File: src/hw/rtl/uf_pkg.sv
// uf_pkg: shared constants and types for the union-find engine
// depends on nothing; used by the interfaces, uf_ctrl and union_find_engine

package uf_pkg;

	// default store depth
	localparam int NODES_DEF = 16;

	// request and response field widths
	localparam int OP_W   = 2;
	localparam int NODE_W = 4;

	// opcodes
	localparam logic [OP_W-1:0] OP_FIND     = 2'd0;
	localparam logic [OP_W-1:0] OP_COMPRESS = 2'd1;
	localparam logic [OP_W-1:0] OP_UNION    = 2'd2;
	localparam logic [OP_W-1:0] OP_CLEAR    = 2'd3;

	// finished result handed from the controller to the output register
	typedef struct packed {
		logic              valid;
		logic [NODE_W-1:0] root;
	} res_t;

endpackage

File: src/hw/rtl/uf_req_if.sv
// uf_req_if: request channel of the union-find engine (opcode and two nodes)
// depends on uf_pkg

interface uf_req_if;
	logic                      valid;
	logic                      ready;
	logic [uf_pkg::OP_W-1:0]   opcode;
	logic [uf_pkg::NODE_W-1:0] node_a;
	logic [uf_pkg::NODE_W-1:0] node_b;

	modport source (output valid, opcode, node_a, node_b, input ready);
	modport sink (input valid, opcode, node_a, node_b, output ready);
endinterface

File: src/hw/rtl/uf_rsp_if.sv
// uf_rsp_if: response channel of the union-find engine (root index)
// depends on uf_pkg

interface uf_rsp_if;
	logic                      valid;
	logic                      ready;
	logic [uf_pkg::NODE_W-1:0] root_index;

	modport source (output valid, root_index, input ready);
	modport sink (input valid, root_index, output ready);
endinterface

File: src/hw/rtl/union_find_engine.sv
// union_find_engine: top level of the disjoint-set engine
// depends on uf_pkg, uf_req_if, uf_rsp_if, uf_ctrl, uf_mem

// Disjoint-set store of NODES nodes held in one synchronous memory (root
// marker plus parent index per entry). Requests are handled one at a time;
// a walk makes one parent hop per cycle because every hop is one read of the
// single memory read port. Clear rewrites every entry, one per cycle, and
// then answers. After reset the same sweep runs over every entry before the
// first request is taken. The result sits in an output register, so a new
// request is taken while the previous answer waits.

module union_find_engine #(
	parameter int NODES = uf_pkg::NODES_DEF
) (
	input logic    clk,
	input logic    arst_n,
	uf_req_if.sink req,
	uf_rsp_if.source rsp
);

	localparam int IDX_W = $clog2(NODES);
	localparam int ENT_W = IDX_W + 1;

	uf_pkg::res_t              res;
	logic                      res_free;
	logic                      mem_we;
	logic [IDX_W-1:0]          mem_waddr;
	logic [ENT_W-1:0]          mem_wdata;
	logic [IDX_W-1:0]          mem_raddr;
	logic [ENT_W-1:0]          mem_rdata;
	logic                      vld_q;
	logic [uf_pkg::NODE_W-1:0] root_q;

	uf_ctrl #(
		.NODES (NODES),
		.IDX_W (IDX_W),
		.ENT_W (ENT_W)
	) u_ctrl (
		.clk       (clk),
		.arst_n    (arst_n),
		.req       (req),
		.res       (res),
		.res_free  (res_free),
		.mem_we    (mem_we),
		.mem_waddr (mem_waddr),
		.mem_wdata (mem_wdata),
		.mem_raddr (mem_raddr),
		.mem_rdata (mem_rdata)
	);

	uf_mem #(
		.DEPTH (NODES),
		.AW    (IDX_W),
		.DW    (ENT_W)
	) u_mem (
		.clk   (clk),
		.we    (mem_we),
		.waddr (mem_waddr),
		.wdata (mem_wdata),
		.raddr (mem_raddr),
		.rdata (mem_rdata)
	);

	// output register
	assign res_free       = !vld_q || rsp.ready;
	assign rsp.valid      = vld_q;
	assign rsp.root_index = root_q;

	always_ff @(posedge clk or negedge arst_n) begin
		if (!arst_n) begin
			vld_q <= 1'b0;
		end else if (res_free) begin
			vld_q <= res.valid;
		end
	end

	always_ff @(posedge clk) begin
		if (res_free && res.valid) begin
			root_q <= res.root;
		end
	end

endmodule

File: src/hw/rtl/uf_mem.sv
// uf_mem: parent link store, one write and one read port, registered read
// no dependencies; a write to the entry being read is forwarded to the read data

module uf_mem #(
	parameter int DEPTH = 16,
	parameter int AW    = 4,
	parameter int DW    = 5
) (
	input  logic          clk,
	input  logic          we,
	input  logic [AW-1:0] waddr,
	input  logic [DW-1:0] wdata,
	input  logic [AW-1:0] raddr,
	output logic [DW-1:0] rdata
);

	logic [DW-1:0] mem [DEPTH];

	// write port
	always_ff @(posedge clk) begin
		if (we) begin
			mem[waddr] <= wdata;
		end
	end

	// read port, write-first on an address match
	always_ff @(posedge clk) begin
		if (we && (waddr == raddr)) begin
			rdata <= wdata;
		end else begin
			rdata <= mem[raddr];
		end
	end

endmodule

File: src/hw/rtl/uf_ctrl.sv
// uf_ctrl: sequencer that walks and relinks parent chains, one memory hop a cycle
// depends on uf_pkg, uf_req_if; drives the uf_mem ports

module uf_ctrl #(
	parameter int NODES = uf_pkg::NODES_DEF,
	parameter int IDX_W = $clog2(NODES),
	parameter int ENT_W = IDX_W + 1
) (
	input  logic               clk,
	input  logic               arst_n,
	uf_req_if.sink             req,
	output uf_pkg::res_t       res,
	input  logic               res_free,
	output logic               mem_we,
	output logic [IDX_W-1:0]   mem_waddr,
	output logic [ENT_W-1:0]   mem_wdata,
	output logic [IDX_W-1:0]   mem_raddr,
	input  logic [ENT_W-1:0]   mem_rdata
);

	localparam int HOP_W = $clog2(NODES + 1);

	// sequencer states
	localparam logic [2:0] S_INIT = 3'd0;
	localparam logic [2:0] S_IDLE = 3'd1;
	localparam logic [2:0] S_WALK = 3'd2;
	localparam logic [2:0] S_RELA = 3'd3;
	localparam logic [2:0] S_RELB = 3'd4;
	localparam logic [2:0] S_DONE = 3'd5;

	logic [2:0]                st_q, st_d;
	logic [IDX_W-1:0]          cur_q, cur_d;
	logic [HOP_W-1:0]          hops_q, hops_d;
	logic [IDX_W-1:0]          clr_q, clr_d;
	logic                      clr_op_q, clr_op_d;
	logic [uf_pkg::OP_W-1:0]   op_q, op_d;
	logic [IDX_W-1:0]          a_q, a_d;
	logic [IDX_W-1:0]          b_q, b_d;
	logic [IDX_W-1:0]          root_q, root_d;

	logic                      req_acc;
	logic                      rd_root;
	logic [IDX_W-1:0]          rd_par;
	logic                      hop_end;
	logic [IDX_W-1:0]          clip_tbl [16];

	// node index reduction table, built at elaboration
	for (genvar v = 0; v < 16; v++) begin : g_clip
		assign clip_tbl[v] = IDX_W'(v % NODES);
	end

	assign req.ready = (st_q == S_IDLE);
	assign req_acc   = req.valid && req.ready;

	// fields of the entry read in the previous cycle
	assign rd_root = mem_rdata[IDX_W];
	assign rd_par  = mem_rdata[IDX_W-1:0];
	assign hop_end = rd_root || (hops_q == HOP_W'(NODES));

	// next-state and memory control
	always_comb begin
		st_d      = st_q;
		cur_d     = cur_q;
		hops_d    = hops_q;
		clr_d     = clr_q;
		clr_op_d  = clr_op_q;
		op_d      = op_q;
		a_d       = a_q;
		b_d       = b_q;
		root_d    = root_q;
		mem_we    = 1'b0;
		mem_waddr = cur_q;
		mem_wdata = {1'b0, root_q};
		res.valid = 1'b0;
		res.root  = uf_pkg::NODE_W'(root_q);
		unique case (st_q)
			S_INIT: begin
				mem_we    = 1'b1;
				mem_waddr = clr_q;
				mem_wdata = {1'b1, {IDX_W{1'b0}}};
				if (clr_q == IDX_W'(NODES - 1)) begin
					st_d = clr_op_q ? S_DONE : S_IDLE;
				end else begin
					clr_d = clr_q + 1'b1;
				end
			end
			S_IDLE: begin
				if (req_acc) begin
					op_d   = req.opcode;
					a_d    = clip_tbl[req.node_a];
					b_d    = clip_tbl[req.node_b];
					cur_d  = clip_tbl[req.node_a];
					hops_d = '0;
					if (req.opcode == uf_pkg::OP_CLEAR) begin
						st_d     = S_INIT;
						clr_d    = '0;
						clr_op_d = 1'b1;
						root_d   = '0;
					end else begin
						st_d = S_WALK;
					end
				end
			end
			S_WALK: begin
				if (hop_end) begin
					root_d = cur_q;
					if (op_q == uf_pkg::OP_FIND) begin
						st_d = S_DONE;
					end else begin
						cur_d  = a_q;
						hops_d = '0;
						st_d   = S_RELA;
					end
				end else begin
					cur_d  = rd_par;
					hops_d = hops_q + 1'b1;
				end
			end
			S_RELA: begin
				if (hop_end) begin
					if (op_q == uf_pkg::OP_COMPRESS) begin
						st_d = S_DONE;
					end else begin
						cur_d  = b_q;
						hops_d = '0;
						st_d   = S_RELB;
					end
				end else begin
					mem_we = 1'b1;
					cur_d  = rd_par;
					hops_d = hops_q + 1'b1;
				end
			end
			S_RELB: begin
				if (hop_end) begin
					// old root of node_b joins under the new root
					mem_we = rd_root && (cur_q != root_q);
					st_d   = S_DONE;
				end else begin
					mem_we = 1'b1;
					cur_d  = rd_par;
					hops_d = hops_q + 1'b1;
				end
			end
			S_DONE: begin
				res.valid = 1'b1;
				if (res_free) begin
					st_d = S_IDLE;
				end
			end
			default: begin
				st_d = S_INIT;
			end
		endcase
		mem_raddr = cur_d;
	end

	// control registers
	always_ff @(posedge clk or negedge arst_n) begin
		if (!arst_n) begin
			st_q     <= S_INIT;
			clr_q    <= '0;
			clr_op_q <= 1'b0;
			hops_q   <= '0;
		end else begin
			st_q     <= st_d;
			clr_q    <= clr_d;
			clr_op_q <= clr_op_d;
			hops_q   <= hops_d;
		end
	end

	// request payload and walk position
	always_ff @(posedge clk) begin
		cur_q  <= cur_d;
		op_q   <= op_d;
		a_q    <= a_d;
		b_q    <= b_d;
		root_q <= root_d;
	end

`ifndef SYNTHESIS
	// a walk never runs past the hop bound
	a_hops_bound: assert property (@(posedge clk) disable iff (!arst_n)
		hops_q <= HOP_W'(NODES))
		else $error("hop counter beyond node count");

	// a relink never points a node at itself
	a_no_self_link: assert property (@(posedge clk) disable iff (!arst_n)
		(mem_we && !mem_wdata[IDX_W]) |-> (mem_waddr != mem_wdata[IDX_W-1:0]))
		else $error("node linked to itself");

	// a clear request starts the sweep at entry zero
	a_clear_sweep: assert property (@(posedge clk) disable iff (!arst_n)
		(req_acc && req.opcode == uf_pkg::OP_CLEAR) |=> (st_q == S_INIT && clr_q == '0))
		else $error("clear did not start sweep");

	// a result is offered only once the sweep or walk has finished
	a_res_state: assert property (@(posedge clk) disable iff (!arst_n)
		res.valid |-> $past(st_q) != S_IDLE)
		else $error("result without a request");
`endif

endmodule

File: src/flat_wrapper.sv
// flat-port wrapper written by rule: the top's interface ports become plain ports
module union_find_engine_flat 
#(
	parameter int NODES = uf_pkg::NODES_DEF
)
  (clk, arst_n, req_valid, req_opcode, req_node_a, req_node_b, req_ready, rsp_valid, rsp_root_index, rsp_ready);
  uf_req_if req_i ();
  uf_rsp_if rsp_i ();
  input logic clk;
  input logic arst_n;
  input wire logic [$bits(req_i.valid)-1:0] req_valid;
  input wire logic [$bits(req_i.opcode)-1:0] req_opcode;
  input wire logic [$bits(req_i.node_a)-1:0] req_node_a;
  input wire logic [$bits(req_i.node_b)-1:0] req_node_b;
  output wire logic [$bits(req_i.ready)-1:0] req_ready;
  output wire logic [$bits(rsp_i.valid)-1:0] rsp_valid;
  output wire logic [$bits(rsp_i.root_index)-1:0] rsp_root_index;
  input wire logic [$bits(rsp_i.ready)-1:0] rsp_ready;
  assign req_i.valid = req_valid;
  assign req_i.opcode = req_opcode;
  assign req_i.node_a = req_node_a;
  assign req_i.node_b = req_node_b;
  assign req_ready = req_i.ready;
  assign rsp_valid = rsp_i.valid;
  assign rsp_root_index = rsp_i.root_index;
  assign rsp_i.ready = rsp_ready;
  union_find_engine #(.NODES(NODES)) u_core (.clk(clk), .arst_n(arst_n), .req(req_i), .rsp(rsp_i));
endmodule
File: config.mk
export PLATFORM = sky130hd
export DESIGN_NAME = union_find_engine_flat
export DESIGN_NICKNAME = d
export VERILOG_FILES = /design/src/hw/rtl/uf_pkg.sv /design/src/hw/rtl/uf_req_if.sv /design/src/hw/rtl/uf_rsp_if.sv /design/src/hw/rtl/union_find_engine.sv /design/src/hw/rtl/uf_mem.sv /design/src/hw/rtl/uf_ctrl.sv /design/src/flat_wrapper.sv
export SDC_FILE = /design/constraint.sdc
export NUM_CORES = 1
export LEC_CHECK = 0
export BUFFER_PORTS_ARGS = -buffer_cell sky130_fd_sc_hd__buf_2
export CELL_PAD_IN_SITES_DETAIL_PLACEMENT = 0
export CELL_PAD_IN_SITES_GLOBAL_PLACEMENT = 1
export CORE_MARGIN = 5
export CORE_UTILIZATION = 50
export CTS_CLUSTER_DIAMETER = 30
export DETAILED_ROUTE_END_ITERATION = 7
export PLACE_DENSITY_LB_ADDON = 0.1
export SLEW_MARGIN = 25
export SYNTH_ARGS = -nofsm -noshare
export SYNTH_HDL_FRONTEND = slang
export SYNTH_SLANG_ARGS = --single-unit
export TNS_END_PERCENT = 20
File: constraint.sdc
create_clock -name clk -period 2.85 [get_ports clk]
set_input_delay 0.285 -clock clk [delete_from_list [all_inputs] [get_ports clk]]
set_output_delay 0.285 -clock clk [all_outputs]
set_load 0.005 [all_outputs]
After elaboration in Yosys (flattened, before gate mapping)

Memory sizes are Yosys's and may differ from the RTL's. A register that Yosys moved wholly into a read port is not among the register bits.
Index checks and enable logic that the tools add are counted.

Memories: 3
Memory bits (writable): 80
Memory bits (read-only): 128
Register bits: 32
Word-level logic and storage cells: 97
Output and inout port bits: 6

Memories:

| memory           | words | bits a word | read ports | clocked after Yosys merged registers in | write ports | RTL line      | RTL |
|---|---|---|---|---|---|---|---|
| u_core.u_mem.mem | 16    | 5           | 1          | 1                                       | 1           | uf_mem.sv:17  | `logic [DW-1:0] mem [DEPTH];` |
| (name not given) | 16    | 4           | 1          | 0                                       | 0           | uf_ctrl.sv:92 | `cur_d = clip_tbl[req.node_a];` |
| (name not given) | 16    | 4           | 1          | 1                                       | 0           | uf_ctrl.sv:91 | `b_d = clip_tbl[req.node_b];` |

Equality and inequality tests: 21
$lt $le $gt $ge: 1
$add $sub $neg: 2
Muxes and demuxes: 41
Bitwise logic cells: 2
Reductions and logical operators: 17

Operators with widths:

| cell                                                     | number |
|---|---|
| 2-to-1 mux 4 bit                                         | 13 |
| 2-to-1 mux 5 bit                                         | 7 |
| 2-to-1 mux 3 bit                                         | 8 |
| one-hot mux 5 bit (4 select lines)                       | 1 |
| one-hot mux 3 bit (6 select lines)                       | 1 |
| one-hot mux 4 bit (2 select lines)                       | 2 |
| one-hot mux 4 bit (4 select lines)                       | 1 |
| inequality test 2 bit, second input constant             | 6 |
| NOT 4 -> 5 bit                                           | 2 |
| AND reduction 4 bit                                      | 2 |
| == test 3 x 2 -> 1 bit, second input constant            | 2 |
| == test 3 bit, second input constant                     | 2 |
| 2-to-1 mux 1 bit                                         | 6 |
| inequality test 2 x 1 -> 1 bit, second input constant    | 3 |
| inequality test 3 bit, second input constant             | 2 |
| AND reduction 6 bit                                      | 1 |
| adder 5 x 1 -> 5 bit, second input constant              | 1 |
| == test 5 bit, second input constant                     | 1 |
| greater-or-equal comparator 5 bit, second input constant | 1 |
| AND reduction 5 bit                                      | 1 |
| adder 4 x 1 -> 4 bit, second input constant              | 1 |
| == test 4 bit, second input constant                     | 1 |
| inequality test 4 bit                                    | 1 |
| nonzero test 2 bit                                       | 2 |
| other kinds (13)                                         | 16 |

Logic depth before layout (Yosys ltp)

Gate-level depths: netlist of run 1.

Depth after elaboration: 6
Gate-level depth with buffers: 9

Hierarchy

From an unflattened synthesis of run 1, not the netlist that was laid out.

Cell total of the unflattened synthesis: 330
Area, all modules: 5064.9 µm²

Modules (own cells, without submodules):

| module            | cells each | instances | area an instance (µm²) |
|---|---|---|---|
| uf_mem            | 154        | 1         | 3193.1 |
| uf_ctrl           | 168        | 1         | 1697.9 |
| union_find_engine | 8          | 1         | 173.9 |

Worst setup path before layout of run 1

OpenSTA, ideal clock, no wires.

Path type: flip-flop to flip-flop
Start: reg u_core.u_ctrl.st_q[1]
End: mem u_core.u_mem.mem[15][0], enable pin
Path slack: 0.395 ns
Clock period less this slack: 2.455 ns
Library setup time: 0.340 ns
Data arrival time: 2.115 ns
Stages on the path, launching flop included: 9
Data required time: 2.510 ns
Path through: dfrtp_1 clkbuf_1 or3_1 inv_1 buf_1 nand3_1 o21ai_0 nand2_2 nor2_1

Longest elaborated chain between the ends: 4
Elaborated cells on any way between the ends: 7
Those cells by class: 2 x eq/ne; 4 x mux; 1 x reduce/logical

Ends and longest elaborated chain:

| element                                | RTL line       | RTL |
|---|---|---|
| from (decl)                            | uf_ctrl.sv:31  | `logic [2:0] st_q, st_d;` |
| from (signal assigned)                 | uf_ctrl.sv:166 | `st_q <= st_d;` |
| == test 3 bit (tied with other cells)  | uf_ctrl.sv:76  | `unique case (st_q)` |
| one-hot mux 1 bit (3 select lines)     | uf_ctrl.sv:76  |  |
| 2-to-1 mux 1 bit                       | uf_mem.sv:21   | `if (we) begin` |
| 2-to-1 mux 1 bit (not written as such) | uf_mem.sv:22   | `mem[waddr] <= wdata;` |
| to (decl)                              | uf_mem.sv:17   |  |

Parallel ways exist; a longest one is shown, timed or not.

Final worst setup path of run 1

Start: reg u_core.u_ctrl.cur_q[1]
End: mem u_core.u_mem.mem[4][1], enable pin

Longest elaborated chain between the ends: 6
Elaborated cells on any way between the ends: 7
Those cells by class: 1 x eq/ne; 5 x mux; 1 x reduce/logical

Ends and longest elaborated chain:

| element                                | RTL line       | RTL |
|---|---|---|
| from (decl)                            | uf_ctrl.sv:32  | `logic [IDX_W-1:0] cur_q, cur_d;` |
| from (signal assigned)                 | uf_ctrl.sv:175 | `cur_q <= cur_d;` |
| inequality test 4 bit                  | uf_ctrl.sv:137 | `mem_we = rd_root && (cur_q != root_q);` |
| logical AND 1 bit                      | uf_ctrl.sv:137 |  |
| 2-to-1 mux 1 bit                       | uf_ctrl.sv:135 | `if (hop_end) begin` |
| one-hot mux 1 bit (3 select lines)     | uf_ctrl.sv:76  |  |
| 2-to-1 mux 1 bit                       | uf_mem.sv:21   |  |
| 2-to-1 mux 1 bit (not written as such) | uf_mem.sv:22   |  |

Parallel ways exist; a longest one is shown, timed or not.

==> impl_metrics.toml, run 1 <==
[power]
power-per-cell-area_nw_per_um2 = 1150
p_leak_nw = 2.21
peakVddDrop_uv = 553
power_w = 0.00710

[logic_synthesis]
synth-edff-count = 102
synth.distinct_cells = 51
syn_inst = 332
synthArstFlopShare_pct = 12.1
synth_fp_nets = 349
yosysTopAreaCell = "edfxtp_1"
yosysMostFrequentCell = "edfxtp_1"
yosysWarnings = 0
ys_ff_latch = 116
ys_top_cells_by_area = "edfxtp_1 (60%), mux4_2 (9.6%), dfrtp_1 (6.8%)"
synthesis.area_um2 = 5150
avgSynthCellArea_um2 = 15.5
yosysSeqAreaShare_pct = 66.3
synth.top_cell.area_share_pct = 59.5
synth.top_cells.by_count = "edfxtp_1 (102), nor2_1 (29), mux4_2 (22), dfrtp_1 (14), nor3_1 (13)"
synth_ff_type = "edfxtp_1"

[critical_path]
critPathLaunchType = "flop"
path_delay_family = "compound AO/OA/AOI/OAI gates"
cp.buffers_inverters = 0
slowest_stage = "mux4_2"
slowest_delay_ns = 0.52
worstPathCellList = "mux4_2 -> o2bb2ai_1 -> o22a_4 -> o311ai_4 -> o21ai_2 -> nor2_1"
critical_path_required_ns = 3.01
worst_setup_path_end_kind = "flop"
arrival_ns = 2.83
crit_type = "flop to flop"
path_max_fanout = 5

[clocking]
path_clk_slew_ns = 0.06
numCtsBuffers = 17
h-tree-depth = 4
clock_sinks = 116
clock_path_buffers = 2
cts_repair_resize_count = 0
cts_tree = "built"
cts_root_buffer = "clkbuf_8"
clk_latency_ns = 0.51

[final_layout]
fillCellCount = 822
drive_above_1_share_pct = 26.3
final_nets = 404
multiInputGateArea_um2 = 1610
diodes = 0
layout.area.seq_um2 = 3410
final-instance-count-excl-fill = 536
area.growth.synth_to_final_pct = 19.9

[sta]
hold-worst-slack_ns = 0.157
hold_viol = 0
finalCriticalPeriod_ns = 2.67
relSlewSlack_pct = 53.1
fmax_mhz = 375
rsz0062_at_grt = "false"
fin_tns_setup_ns = 0
worst_pin_slew_ns = 0.704
final-setup-viol-count = 0
clock_skew_ns = 0.00823
fin_crit_sh_pct = 93.5
drv_slew = 0

[detailed_routing]
wl_per_cell_um = 20.6
drt-vias-per-instance = 5.67
postRouteAntennaNets = 0
dr_total_vias = 3038
drc = 0
finalWirelength_um = 11100
drt_iter0_markers = 211
dr.pass1.iters = 4

[placement]
place_inst = 493
hpwl_um = 7650
port_buffers = 19
globalplace.congestion = 0.809

[die]
row_count = 37
io_pins = 20
floorplan.die.width_um = 111
coreArea_um2 = 10200
die_area_um2 = 12400
die_h_um = 111
start_util_pct = 50.5

[global_routing]
antenna_found_initial = 0
first_global_vias = 3151
grt-ovfl-total = 0
grt_pass1_wl_um = 17700
grt_max_degree = 26
gr-usage-all-layers_pct = 19.3

[min_path]
hp-class = "input port to flop"

[flow_run]
maxCapViolCount = 0

[status]
status = "completed"
==> flip-flops by register name, summed over array words and instances (netlist names) <==
signal	flops
u_core.rsp.root_index	4
u_core.rsp.valid	1
u_core.u_ctrl.a_q	4
u_core.u_ctrl.b_q	4
u_core.u_ctrl.clr_op_q	1
u_core.u_ctrl.clr_q	4
u_core.u_ctrl.cur_q	4
u_core.u_ctrl.hops_q	5
u_core.u_ctrl.op_q	2
u_core.u_ctrl.root_q	4
u_core.u_ctrl.st_q	3
u_core.u_mem.mem	80
==> metrics by stage <==
step | area, µm² | setup slack, ns | utilization, %
after floorplan | 5150 | 0.395 | -
after detailed placement | 5520 | 0.189 | 54.2
final | 6170 | 0.184 | 60.6
after CTS | 6170 | 0.187 | 60.6
after global placement | 5520 | 0.258 | 54.2
after global routing | 6170 | 0.00617 | 60.6
==> layout make-up <==
type,instances,share of cell area (%)
flip-flops and latches,116,55.3
multi-input cells,188,26.1
clock buffers,23,7.08
repair buffers,53,6.33
well taps,136,2.76
clock inverters,9,1.72
inverters,11,0.669
==> path summary, 6_finish.rpt <==
check                                          end  slack, ns              startpoint  cells past startpoint
setup / recovery            u_core.u_mem.mem[4][1]       0.18  u_core.u_ctrl.cur_q[1]                      6
hold / removal                    u_core.rsp.valid       0.16               rsp_ready                      3
setup reg to reg            u_core.u_mem.mem[4][1]       0.18  u_core.u_ctrl.cur_q[1]                      6
hold reg to reg             u_core.u_ctrl.clr_op_q       0.47  u_core.u_ctrl.clr_op_q                      1
max in group asynchronous  u_core.u_ctrl.hops_q[1]       2.36                  arst_n                      2
min in group asynchronous         u_core.rsp.valid       0.22                  arst_n                      2
==> layer usage <==
layer | global-route usage (%) | share of wire, %
met1 | 25.4 | 45
met2 | 31.1 | 49
met3 | 5.76 | 5.1
met4 | 5.84 | 1.1
met5 | 0 | 0
==> timing repair <==
| action | in CTS | in global routing |
|---|---|---|
| hold buffers | 11 | 0 |
| setup buffers | 0 | 0 |
| endpoints found under the hold margin | 24 | 0 |
==> worst reg2reg max path: stages (launching register included) <==
cell       delay, ns
edfxtp_1        0.43
mux4_2          0.52
o2bb2ai_1       0.19
o22a_4          0.22
o311ai_4        0.42
o21ai_2         0.15
nor2_1          0.38
==> power breakdown <==
part / internal [W] / switching [W]
Sequential: 0.00237 / 0.000204
Clock: 0.00124 / 0.000697
Combinational: 0.00110 / 0.00150
==> placed cells by master (no fill, tap or decap), types with 8 or more instances in the layout <==
cell type      count
inv_1             11
mux4_2            22
dfrtp_1           14
buf_4             22
o21ai_0            8
and3_1             9
nand2_1            8
clkbuf_16         16
dlygate4sd3_1     11
buf_2             19
nor3_1            13
nor2_1            29
edfxtp_1         102
mux2i_1            9
==> cells by family (layout without fill, tap and decap cells) <==
kind of cell | Yosys count | in the layout | share of synthesized area, %
flops | 116 | 116 | 66.3
xor+xnor | 6 | 6 | 1.02
compound gates | 55 | 55 | 8.85
simple gates | 92 | 92 | 9.09
buf+inv | 28 | 96 | 2.38
mux | 32 | 32 | 11.6
fa+ha+maj | 3 | 3 | 0.729
(Power assumes the default switching activity.)
==> inputs of run 2 (changes only) <==
==> constraint.sdc (replaced) <==
create_clock -name clk -period 2.7 [get_ports clk]
set_input_delay 0.27 -clock clk [delete_from_list [all_inputs] [get_ports clk]]
set_output_delay 0.27 -clock clk [all_outputs]
set_load 0.1 [all_outputs]
==> impl_metrics.toml, run 2 (same netlist as run 1, synthesis figures left out) <==
[critical_path]
crit_type = "flop to flop"
slowest_stage = "mux4_2"
worstPathCellList = "mux4_2 -> o2bb2ai_2 -> o22a_4 -> o311ai_4 -> nand2_2 -> nor2_1"
cp.buffers_inverters = 0
path_max_fanout = 5
path_delay_family = "compound AO/OA/AOI/OAI gates"
critical_path_required_ns = 2.88
critPathLaunchType = "flop"
worst_setup_path_end_kind = "flop"
arrival_ns = 2.83
slowest_delay_ns = 0.54

[final_layout]
top_regs = "u_core.u_mem.mem: 80 flops, u_core.u_ctrl.hops_q: 5 flops"
final-instance-count-excl-fill = 537
fillCellCount = 781
area.growth.synth_to_final_pct = 20.9
diodes = 0
multiInputGateArea_um2 = 1630
final_cell_mix = "edfxtp_1 (102), buf_4 (25), nor2_1 (23)"
largest_reg_flops = 80
final_nets = 407
layout.area.seq_um2 = 3410
final_common_cell = "edfxtp_1"
drive_above_1_share_pct = 28.7
stdcell_area_um2 = 6220
top_register = "u_core.u_mem.mem"

[min_path]
hp-class = "input port to flop"

[die]
io_pins = 20
die_area_um2 = 12400
die_h_um = 111
floorplan.die.width_um = 111
coreArea_um2 = 10200
start_util_pct = 50.5
row_count = 37

[detailed_routing]
dr.pass1.iters = 5
drt_iter0_markers = 255
wl_per_cell_um = 21.4
drc = 0
dr_total_vias = 3041
finalWirelength_um = 11500
postRouteAntennaNets = 0
drt-vias-per-instance = 5.66

[clocking]
clk_latency_ns = 0.53
cts_root_buffer = "clkbuf_8"
cts_tree = "built"
clock_sinks = 116
clock_path_buffers = 2
numCtsBuffers = 17
cts_setup_buffers = 0
h-tree-depth = 4
path_clk_slew_ns = 0.05

[placement]
port_buffers = 19
place_ws_ns = 0.0153
hpwl_um = 7790
place_area_um2 = 5540
place_inst = 496
globalplace.congestion = 0.818

[sta]
clock_skew_ns = 0.00965
rsz0062_at_grt = "true"
worst_pin_slew_ns = 0.779
finalCriticalPeriod_ns = 2.65
fin_crit_sh_pct = 98.2
hold_viol = 0
worst_slack_ns = 0.0493
relSlewSlack_pct = 47.8
fmax_mhz = 377
final-setup-viol-count = 0
drv_slew = 0
hold-worst-slack_ns = 0.127

[global_routing]
gr-usage-all-layers_pct = 19.9
first_global_vias = 3053
grt_max_degree = 26
grt-ovfl-total = 0
grt_pass1_wl_um = 18100
antenna_found_initial = 0

[power]
power-per-cell-area_nw_per_um2 = 1270
p_leak_nw = 2.24
peakVddDrop_uv = 676
power_w = 0.00788

[status]
status = "completed"

[flow_run]
maxCapViolCount = 0
==> run 2: path summary, 6_finish.rpt <==
kind | cells past startpoint | from | slack, ns | to
min in group asynchronous | 2 | arst_n | 0.20 | u_core.u_ctrl.st_q[2]
worst min register to register | 1 | u_core.u_ctrl.clr_op_q | 0.48 | u_core.u_ctrl.clr_op_q
max in group asynchronous | 2 | arst_n | 2.22 | u_core.u_ctrl.hops_q[1]
worst max register to register | 6 | u_core.u_ctrl.cur_q[1] | 0.05 | u_core.u_mem.mem[15][2]
worst min-delay path | 3 | rsp_ready | 0.13 | u_core.rsp.valid
worst max-delay path | 6 | u_core.u_ctrl.cur_q[1] | 0.05 | u_core.u_mem.mem[15][2]
==> run 2: worst register-to-register path, stage by stage, from the launching register on <==
cell and delay [ns]:
edfxtp_1 0.44, mux4_2 0.54, o2bb2ai_2 0.16, o22a_4 0.25, o311ai_4 0.35, nand2_2 0.19, nor2_1 0.37
==> run 2: what timing repair did <==
action,4_1_cts,5_1_grt
setup endpoints to repair,5,41
resized for setup,1,5
hold buffers,11,0
pin swaps,0,1
endpoints found under the hold margin,24,0
==> run 2: power by group <==
part	switching [W]	total, W	leakage (nW)	internal [W]
registers	0.000201	0.00270	1.11	0.00250
logic	0.00185	0.00305	0.854	0.00120
clock network	0.000747	0.00213	0.272	0.00138
==> run 2: metrics by stage <==
step | util, % | setup TNS [ns]
CTS | 61.0 | 0
detailed placement | 54.4 | 0
global route | 61.1 | -0.633
floorplan | - | 0
finish | 61.1 | 0
global placement | 54.4 | 0
==> run 2: cell type report <==
cell class	instances	share of cell area (%)
clock buffer	19	6.78
clock inverter	11	2.21
inverter	11	0.664
multi-input combinational	188	26.1
sequential	116	54.9
tap	136	2.73
timing repair buffer	56	6.64
==> run 2: layer usage <==
layer | part of all wire (%) | track usage [%]
met2 | 49 | 31.6
met3 | 5.2 | 6.58
met5 | 0 | 0
met4 | 1.3 | 6.08
met1 | 45 | 26.3
==> inputs of run 3 (changes only) <==
--- a/config.mk
+++ b/config.mk
@@ -5,12 +5,13 @@
 export SDC_FILE = /design/constraint.sdc
 export NUM_CORES = 1
 export LEC_CHECK = 0
+export ABC_AREA = 1
 export BUFFER_PORTS_ARGS = -buffer_cell sky130_fd_sc_hd__buf_2
 export CELL_PAD_IN_SITES_DETAIL_PLACEMENT = 0
 export CELL_PAD_IN_SITES_GLOBAL_PLACEMENT = 1
 export CORE_MARGIN = 5
-export CORE_UTILIZATION = 50
-export CTS_CLUSTER_DIAMETER = 30
+export CORE_UTILIZATION = 49
+export CTS_CLUSTER_DIAMETER = 150
 export DETAILED_ROUTE_END_ITERATION = 7
 export PLACE_DENSITY_LB_ADDON = 0.1
 export SLEW_MARGIN = 25
==> impl_metrics.toml, run 3 <==
[status]
status = "completed"

[global_routing]
grt_max_degree = 36
grt_pass1_wl_um = 19700
antenna_found_initial = 0
grt-ovfl-total = 0
gr-usage-all-layers_pct = 20.5
first_global_vias = 3673

[die]
coreArea_um2 = 10400
row_count = 37
io_pins = 20
die_area_um2 = 12900
start_util_pct = 50.6
floorplan.die.width_um = 113
die_h_um = 113

[logic_synthesis]
ys_ff_latch = 116
yosysMostFrequentCell = "edfxtp_1"
synth.distinct_cells = 33
synth_fp_nets = 498
avgSynthCellArea_um2 = 10.9
ys_top_cells_by_area = "edfxtp_1 (58%), nand2_1 (7.1%), dfrtp_1 (6.7%)"
synth.top_cells.by_count = "edfxtp_1 (102), nand2_1 (99), nor2_1 (58), inv_1 (45), o21ai_0 (37)"
yosysWarnings = 0
yosysTopAreaCell = "edfxtp_1"
synth.top_cell.area_share_pct = 58.4
synthesis.area_um2 = 5250
yosysSeqAreaShare_pct = 65.0
synth_ff_type = "edfxtp_1"
synthArstFlopShare_pct = 12.1
synth-edff-count = 102
syn_inst = 481

[final_layout]
diodes = 0
largest_reg_flops = 80
area.growth.synth_to_final_pct = 20.0
final_common_cell = "edfxtp_1"
final_nets = 564
final_cell_mix = "edfxtp_1 (102), nand2_1 (99), nor2_1 (57)"
top_regs = "u_core.u_mem.mem: 80 flops, u_core.u_ctrl.hops_q: 5 flops"
drive_above_1_share_pct = 18.2
top_register = "u_core.u_mem.mem"

[detailed_routing]
wl_per_cell_um = 17.8
drt-vias-per-instance = 5.34
dr.pass1.iters = 5
drc = 0
dr_total_vias = 3718
drt_iter0_markers = 345
finalWirelength_um = 12400
postRouteAntennaNets = 0

[clocking]
clock_sinks = 116
numCtsBuffers = 17
cts_root_buffer = "clkbuf_8"
cts_tree = "built"
clk_latency_ns = 0.52
cts_setup_buffers = 0
cts_repair_resize_count = 0
clock_path_buffers = 2
h-tree-depth = 4
path_clk_slew_ns = 0.05

[placement]
place_ws_ns = 0.311
hpwl_um = 8670
port_buffers = 19
globalplace.congestion = 0.817

[critical_path]
path_max_fanout = 10
reg2reg_slack_ns = 0.30
critPathLaunchType = "flop"
crit_end = "u_core.u_mem.mem[0][3]"
reg2reg_depth = 8
worstReg2RegEnd = "u_core.u_mem.mem[0][3]"
crit_path_start = "u_core.u_ctrl.st_q[1]"
worst_setup_path_end_kind = "flop"
crit_type = "flop to flop"
arrival_ns = 2.64
critical_path_required_ns = 2.94
timing.rr.start = "u_core.u_ctrl.st_q[1]"

[min_path]
hp-class = "input port to async pin"

[power]
p_leak_nw = 2.53
power-per-cell-area_nw_per_um2 = 1260
peakVddDrop_uv = 887

[sta]
fmax_mhz = 416
fin_tns_setup_ns = 0
worst_slack_ns = 0.296
relSlewSlack_pct = 46.3
drv_slew = 0
rsz0062_at_grt = "false"
clock_skew_ns = 0.0121
final-setup-viol-count = 0
finalCriticalPeriod_ns = 2.40
fin_crit_sh_pct = 89.0
hold_viol = 0
worst_pin_slew_ns = 0.802

[flow_run]
maxCapViolCount = 0
run 3: cell count changes after synthesis, sizes merged, moves of 10 or more:
cell    previous run  this run
inv               11        49
mux4              22         0
nand2             11       102
nand3              7        32
nor2              29        63
o21ai             14        38
o221ai             2        12
run 3: critical path, stage by stage, from the launching register on:
cell and delay, ns:
dfrtp_1 0.41, nor2_1 0.16, inv_1 0.14, nor2_8 0.19, inv_1 0.21, o21ai_0 0.38, nand2_1 0.18, nor3_1 0.26
buf_4 0.19
run 3: per-stage QoR:
| stage | instance area (µm²) | power, W | std cells | hold slack [ns] | utilization [%] |
|---|---|---|---|---|---|
| floorplan | 5250 | 0.00497 | 481 | -0.0256 | - |
| global route | 6300 | 0.00842 | 696 | 0.202 | 60.7 |
| detailed placement | 5660 | 0.00599 | 652 | 0.183 | 54.6 |
| global placement | 5660 | 0.00595 | 652 | 0.180 | 54.6 |
| CTS | 6300 | 0.00796 | 696 | 0.154 | 60.7 |
| finish | 6300 | 0.00792 | 696 | 0.174 | 60.7 |
run 3: how the worst min path moves through the flow:
stage | startpoint | to | slack (ns) | cells past startpoint
3_3_place_gp | arst_n | u_core.u_ctrl.hops_q[3] | 0.18 | 1
3_5_place_dp | arst_n | u_core.u_ctrl.hops_q[3] | 0.18 | 1
4_1_cts | arst_n | u_core.u_ctrl.hops_q[3] | 0.15 | 2
2_1_floorplan | arst_n | u_core.rsp.valid | -0.03 | 0
6_report | arst_n | u_core.u_ctrl.hops_q[0] | 0.17 | 2
5_1_grt | arst_n | u_core.u_ctrl.hops_q[0] | 0.20 | 2
run 3: cells by family after synthesis:
logic type      share of synthesized area, %
compound gates                          8.46
buf+inv                                 5.29
flops                                   65.0
fa+ha+maj                              0.715
simple gates                            19.5
xor+xnor                                1.00
run 3: cell type report:
type,count,area [µm²]
clock inverters,12,90.1
multi-input cells,300,1560
flip-flops and latches,116,3410
fillers,853,4070
inverters,49,184
clock buffers,20,425
well taps,136,170
repair buffers,63,455
run 3: report_power, final:
part           total [W]  internal, W  switching [W]
clock            0.00194      0.00120       0.000740
sequential       0.00271      0.00254       0.000165
combinational    0.00328     0.000935        0.00235
total            0.00792      0.00467        0.00325
run 3: timing repair:
action,in CTS,in global routing
hold buffers,12,0
setup endpoints to repair,0,0
endpoints found under the hold margin,25,0
run 3: layer usage:
layer	vias up	global-route usage, %	wire length [µm]
met5	-	0	0
met4	0	8.81	261
met3	20	4.99	703
met2	108	31.9	5800
met1	1786	27.7	5620
li1	1804	-	-
